[src/sv/perf_pkg.sv]
// shared constants and types for the pointer event report queue
package perf_pkg;

	localparam int RING_DEPTH_DEF = 256;

	// event types
	localparam logic [4:0] EV_SYN = 5'd0;
	localparam logic [4:0] EV_KEY = 5'd1;
	localparam logic [4:0] EV_REL = 5'd2;
	localparam logic [4:0] EV_ABS = 5'd3;

	// result status codes
	localparam logic [2:0] ST_ABSORBED = 3'd0;
	localparam logic [2:0] ST_QUEUED   = 3'd1;
	localparam logic [2:0] ST_DROPPED  = 3'd2;
	localparam logic [2:0] ST_POP_DATA = 3'd3;
	localparam logic [2:0] ST_POP_EMPTY = 3'd4;

	// device classes
	localparam logic [1:0] DEV_MOUSE    = 2'd0;
	localparam logic [1:0] DEV_TOUCHPAD = 2'd1;
	localparam logic [1:0] DEV_TABLET   = 2'd2;
	localparam logic [1:0] DEV_JOYSTICK = 2'd3;

	// configuration register indexes
	localparam logic [2:0] REG_CLASS  = 3'd0;
	localparam logic [2:0] REG_SCR_W  = 3'd1;
	localparam logic [2:0] REG_SCR_H  = 3'd2;
	localparam logic [2:0] REG_SPAN_X = 3'd3;
	localparam logic [2:0] REG_SPAN_Y = 3'd4;

	localparam logic [12:0] SCR_W_RESET = 13'd1024;
	localparam logic [12:0] SCR_H_RESET = 13'd768;

	// divider handshake
	typedef struct packed {
		logic        start;
		logic        neg;
		logic [63:0] dividend;
		logic [15:0] divisor;
	} div_req_t;

	typedef struct packed {
		logic        done;
		logic        busy;
		logic [63:0] quotient;
	} div_rsp_t;

	// button index for a key code, bit 3 set when the code is not a button
	function automatic logic [3:0] button_index(input logic [9:0] code);
		logic [3:0] r;
		r = 4'd8;
		case (code)
			10'h14a, 10'h100, 10'h115, 10'h110: r = 4'd0;
			10'h104, 10'h114:                   r = 4'd4;
			10'h14b, 10'h101, 10'h111:          r = 4'd1;
			10'h103, 10'h116, 10'h113:          r = 4'd3;
			10'h102, 10'h14c, 10'h112:          r = 4'd2;
			default:                            r = 4'd8;
		endcase
		return r;
	endfunction

endpackage

[src/sv/perf_div.sv]
// shared restoring divider, one quotient bit per cycle, signed truncating result
module perf_div (
	input  logic                clk,
	input  logic                arst_n,
	input  perf_pkg::div_req_t  req,
	output perf_pkg::div_rsp_t  rsp
);

	logic [63:0] rem_q;
	logic [63:0] quo_q;
	logic [15:0] den_q;
	logic        neg_q;
	logic [6:0]  cnt_q;
	logic        busy_q;
	logic        done_q;

	logic [64:0] trial;
	logic [63:0] rem_sh;

	// shift in the next dividend bit and try to subtract
	always_comb begin
		rem_sh = {rem_q[62:0], quo_q[63]};
		trial  = {1'b0, rem_sh} - {49'd0, den_q};
	end

	// sequencer
	always_ff @(posedge clk or negedge arst_n) begin
		if (!arst_n) begin
			busy_q <= 1'b0;
			done_q <= 1'b0;
			cnt_q  <= '0;
		end else begin
			done_q <= 1'b0;
			if (req.start) begin
				busy_q <= 1'b1;
				cnt_q  <= 7'd64;
			end else if (busy_q) begin
				cnt_q <= cnt_q - 7'd1;
				if (cnt_q == 7'd1) begin
					busy_q <= 1'b0;
					done_q <= 1'b1;
				end
			end
		end
	end

	// datapath
	always_ff @(posedge clk) begin
		if (req.start) begin
			rem_q <= '0;
			quo_q <= req.dividend;
			den_q <= req.divisor;
			neg_q <= req.neg;
		end else if (busy_q) begin
			if (!trial[64]) begin
				rem_q <= trial[63:0];
				quo_q <= {quo_q[62:0], 1'b1};
			end else begin
				rem_q <= rem_sh;
				quo_q <= {quo_q[62:0], 1'b0};
			end
		end
	end

	assign rsp.done     = done_q;
	assign rsp.busy     = busy_q;
	assign rsp.quotient = neg_q ? (~quo_q + 64'd1) : quo_q;

`ifndef SYNTHESIS
	a_done_after_busy: assert property (@(posedge clk) disable iff (!arst_n)
		done_q |-> $past(busy_q))
		else $error("divider done without busy");
	a_no_start_busy: assert property (@(posedge clk) disable iff (!arst_n)
		busy_q && cnt_q != 7'd64 |-> cnt_q != 7'd0)
		else $error("divider count underflow");
	a_cnt_range: assert property (@(posedge clk) disable iff (!arst_n)
		busy_q |-> cnt_q <= 7'd64)
		else $error("divider count out of range");
`endif

endmodule

[config.mk]
export PLATFORM = sky130hd
export DESIGN_NAME = perf_div
export DESIGN_NICKNAME = d
export VERILOG_FILES = /design/src/sv/perf_pkg.sv /design/src/sv/perf_div.sv
export SDC_FILE = /design/constraint.sdc
export NUM_CORES = 1
export LEC_CHECK = 0
export ABC_AREA = 1
export BUFFER_PORTS_ARGS = -buffer_cell sky130_fd_sc_hd__buf_2
export CAP_MARGIN = 0
export CORE_MARGIN = 2
export CORE_UTILIZATION = 50
export DETAILED_ROUTE_END_ITERATION = 7
export MAX_ROUTING_LAYER = met4
export PLACE_DENSITY = 0.81
export SETUP_SLACK_MARGIN = 0.4
export SYNTH_ARGS = -nofsm -noshare
export SYNTH_HDL_FRONTEND = slang
export SYNTH_SLANG_ARGS = --single-unit
[constraint.sdc]
create_clock -name clk -period 9.1 [get_ports clk]
set_input_delay 0.91 -clock clk [delete_from_list [all_inputs] [get_ports clk]]
set_output_delay 0.91 -clock clk [all_outputs]
set_load 0.02 [all_outputs]
After elaboration in Yosys (flattened, before gate mapping)
Cells that the tools add are included.
{ "classes": {"bitwise_logic": 1, "muxes": 13, "reduce_logical": 1, "eq_ne": 1, "addsub": 3} }
{ "op_table": {"columns": ["op", "count"], "rows": [
  ["two-way mux 64 bit", 3],
  ["subtractor 64 x 16 -> 65 bit", 1],
  ["adder 64 x 1 -> 64 bit, second input constant", 1],
  ["NOT 64 bit", 1],
  ["two-way mux 63 bit", 1],
  ["two-way mux 7 bit", 2],
  ["== test 7 x 1 -> 1 bit, second input constant", 1],
  ["two-way mux 1 bit", 7],
  ["subtractor 7 x 1 -> 7 bit, second input constant", 1],
  ["nonzero test 2 bit", 1]
]} }
{ "word_totals": {"input_bits": 84, "out_inout_bits": 66, "regBits": 153, "wordCells": 26} }

Depth between registers and ports, before layout
{ "depth": {"depth_word": 4, "ltp_mapped": 16, "mapped_depth_nobuf": 16} }

Worst setup path before layout
Ideal clock, no wire load.
{ "synth_path": {"path_kind": "input-to-reg", "from": "input port req[81] in the netlist's numbering", "to": "register quo_q[0] (enable)", "n_path_buf": 2, "setup_ns": 0.453, "required_ns": 8.647, "t_arrival_ns": 3.286, "path_slack_ns": 5.361, "stages": 4, "cell_sequence": "clkbuf_1 -> nor2_1 -> inv_1 -> clkbuf_1"} }
{ "synth_between": {"elab_chain_cells": 1} }
{ "synth_rtl": {"columns": ["element", "line", "source"], "rows": [
  ["start: declaration", "perf_div.sv:5", "input perf_pkg::div_req_t req,"],
  ["nonzero test 2 bit (no line)", null, null],
  ["end signal: assignment", "perf_div.sv:51", "quo_q <= req.dividend;"],
  ["end signal: assignment", "perf_div.sv:57", "quo_q <= {quo_q[62:0], 1'b1};"],
  ["end signal: assignment", "perf_div.sv:60", "quo_q <= {quo_q[62:0], 1'b0};"],
  ["end: declaration", "perf_div.sv:10", "logic [63:0] quo_q;"]
]} }
Every way passes these cells.
A chain may end at the register's enable or synchronous reset.

==> flow_summary.toml <==
[setup_path]
regToRegStartpoint = "quo_q[63]"
rr_worst_depth = 12
r2r-end = "quo_q[0]"
worst_setup_path_end_kind = "output port"
critical_path_class = "reg -> out"
crit_path_start_kind = "flip-flop"
crit_path_end = "rsp[29]"
required_ps = 8190
crit_fanout = 73
arrival_ps = 2860
crit_start = "neg_q"
reg2reg_setup_slack_ps = 5990

[yosys]
synthArstFlopShare_pct = 5.88
yosys.area.top_type = "edfxtp_1"
synth_top_family_by_area = "simple AND/OR/NAND/NOR gates"
synth_compound_area_share_pct = 7.45
syn_inst = 1839
netlist.area_leader.share_pct = 21.1
synth_mux_area_share_pct = 0
yosysSeqAreaShare_pct = 33.9
synth_fp_nets = 1943
ys_warn_count = 0
synth_flop_cell = "edfxtp_1"
synth-simple-area-share_pct = 40.7
synth_area_per_cell_um2 = 6.28
synth_edf_count = 81
ys_seq_elements = 153
synth_xor_area_share_pct = 5.23
synth.distinct_cells = 41
synthAdderAreaFrac_pct = 2.23
synthTopCellsByArea = "edfxtp_1, nand2_1, dfxtp_1"
netlist_area_mm2 = 0.0116

[clock_network]
cts_root_buf = "clkbuf_16"
cts_buffers = 17
cts_tree = "done"
clk_pin_slew_ps = 70
clock_latency_ps = 450
cts_max_path_buffers = 2
post_cts_buffers = 0
cts_resized = 0
htree_levels = 4
hold_buffers = 0
clock_sinks = 153

[pwr]
netSwitchingFraction_pct = 55.7
p_seq_share_pct = 22.9
power_leakage_uw = 0.00654
clock_power_share_pct = 15.3
p_per_area_mw_per_mm2 = 368
vdd_ir_drop_max_v = 0.000283
p_int_uw = 2130
combPwrFrac_pct = 61.8
power.total_uw = 4810
p_sw_uw = 2680

[sta]
fin_crit_sh_pct = 41.5
fin_setup_tns_ps = 0
setup_viol = 0
slew_headroom_pct = 43.2
setup_ws_ps = 5330
fin_skew_ps = 17.8
hold_violations = 0
rsz0062_at_grt = "no"
slew_viol_final = 0
min_period_ps = 3770
fmax_mhz = 265
max_slew.worst_pin.slew_ps = 851

[route]
drt_iter0_drc = 1302
viasPerCell = 5.53
drc = 0
ant_nets = 0
vias = 12500
detail_route.wl_per_cell_um = 17.7
drtPass1Iterations = 8
wl_mm = 40.0

[job]
maxCapViolations = 0

[placement]
gp_congestion = 1.06
dp.cells = 2230
port_buffers = 149
hpwl_mm = 30.7
dp_worst_setup_slack_ps = 5880

[grt]
use_met1_pct = 43.2
gr-total-overflow = 0
grt_use_met3_pct = 5.67
grt_usage_pct = 33.8
groute.layer.met2.usage_pct = 54.0
grt_pass1_wl_mm = 61.7
grt_pass1_vias = 11700
antenna_found_initial = 1
grt_max_degree = 84
busiest_layer = "met2"

[hold_path]
hp-class = "in -> async"

[final_layout]
fin_nets = 2068
drive_gt1_share_pct = 10.8
layout.cells.non_filler = 2263
synthToLayoutAreaGrowth_pct = 13.2

[status]
status = "completed"

[die]
die-area_mm2 = 0.0243
die_h_um = 156
die_x_um = 156
coreArea_mm2 = 0.0226
initial_core_util_pct = 51.0
io_pins = 150
rows = 55
synth_stat cells, types with 8 or more instances:
cell type	n
clkbuf_1	30
nor3_1	26
dfrtp_1	9
a21oi_1	28
o21ai_0	120
ha_1	19
nand3_1	144
xor2_1	58
nor2_1	229
edfxtp_1	81
nand4_1	57
nand2_1	637
dfxtp_1	63
xnor2_1	11
inv_1	252
nand3b_1	12
o21ai_1	8
layer usage:
layer | part of all wire (%) | up-vias | routed length (µm)
li1 | - | 6083 | -
met1 | 42 | 5730 | 17000
met2 | 46 | 601 | 18200
met3 | 8.3 | 109 | 3310
met4 | 3.7 | 0 | 1460
met5 | 0 | - | 0
sequential cells by signal, indices dropped and copies added, names as in the netlist:
| signal | flops |
|---|---|
| quo_q | 64 |
| busy_q | 1 |
| cnt_q | 7 |
| den_q | 16 |
| rem_q | 63 |
| done_q | 1 |
| neg_q | 1 |
stage by stage:
| stage | utilization [%] | cell area, µm² | hold WS, ps |
|---|---|---|---|
| final | 57.8 | 13100 | 312 |
| after global placement | 55.1 | 12500 | 448 |
| after CTS | 57.8 | 13100 | 316 |
| after global routing | 57.8 | 13100 | 318 |
| after detailed placement | 55.1 | 12500 | 453 |
| after floorplan | - | 11600 | 428 |
cell usage in the layout, fill, tap and decap left out, types with 11 or more instances in the layout:
cell type,count
nand2_1,637
inv_1,251
nor2_1,227
buf_2,148
nand3_1,144
o21ai_0,120
edfxtp_1,81
dfxtp_1,63
xor2_1,58
nand4_1,57
a21oi_1,28
nor3_1,26
ha_1,19
clkbuf_16,17
nand3b_1,12
xnor2_1,11
logic make-up (layout without fill, tap and decap cells):
logic type	count (synthesis)	after routing
flops	153	153
buf+inv	306	444
fa+ha+maj	20	20
compound gates	165	165
other cells	0	1
xor+xnor	69	69
simple gates	1126	1126
final cells by class:
type	instances	area [µm²]
flip-flops and latches	153	3920
repair buffers	154	786
well taps	285	357
inverters	258	976
multi-input cells	1380	6440
clock buffers	17	425
diodes	1	2.50
clock inverters	15	175
fillers	2189	9560
power groups by stage:
stage | logic (µW) | registers, µW | clock network, µW
6_report | 2970 | 1100 | 734
5_1_grt | 3310 | 1120 | 764
4_1_cts | 2900 | 1090 | 737
2_1_floorplan | 2090 | 1040 | 0
3_3_place_gp | 2870 | 1100 | 0
3_5_place_dp | 2880 | 1110 | 0
critical path, stage by stage (launching register included):
cell and delay [ps]:
edfxtp_1 320, buf_4 550, clkinv_1 740, o21ai_0 400, xor2_1 190, buf_2 190
worst min path at each step:
stage               startpoint         to  slack [ps]  cells past startpoint
floorplan            rem_q[62]  rem_q[62]         430                      2
global placement     rem_q[62]  rem_q[62]         450                      2
detailed placement   rem_q[62]  rem_q[62]         450                      2
CTS                     arst_n     done_q         320                      1
global route            arst_n   cnt_q[2]         320                      1
finish                  arst_n   cnt_q[2]         310                      1
Power figures use the tool's default switching activity.
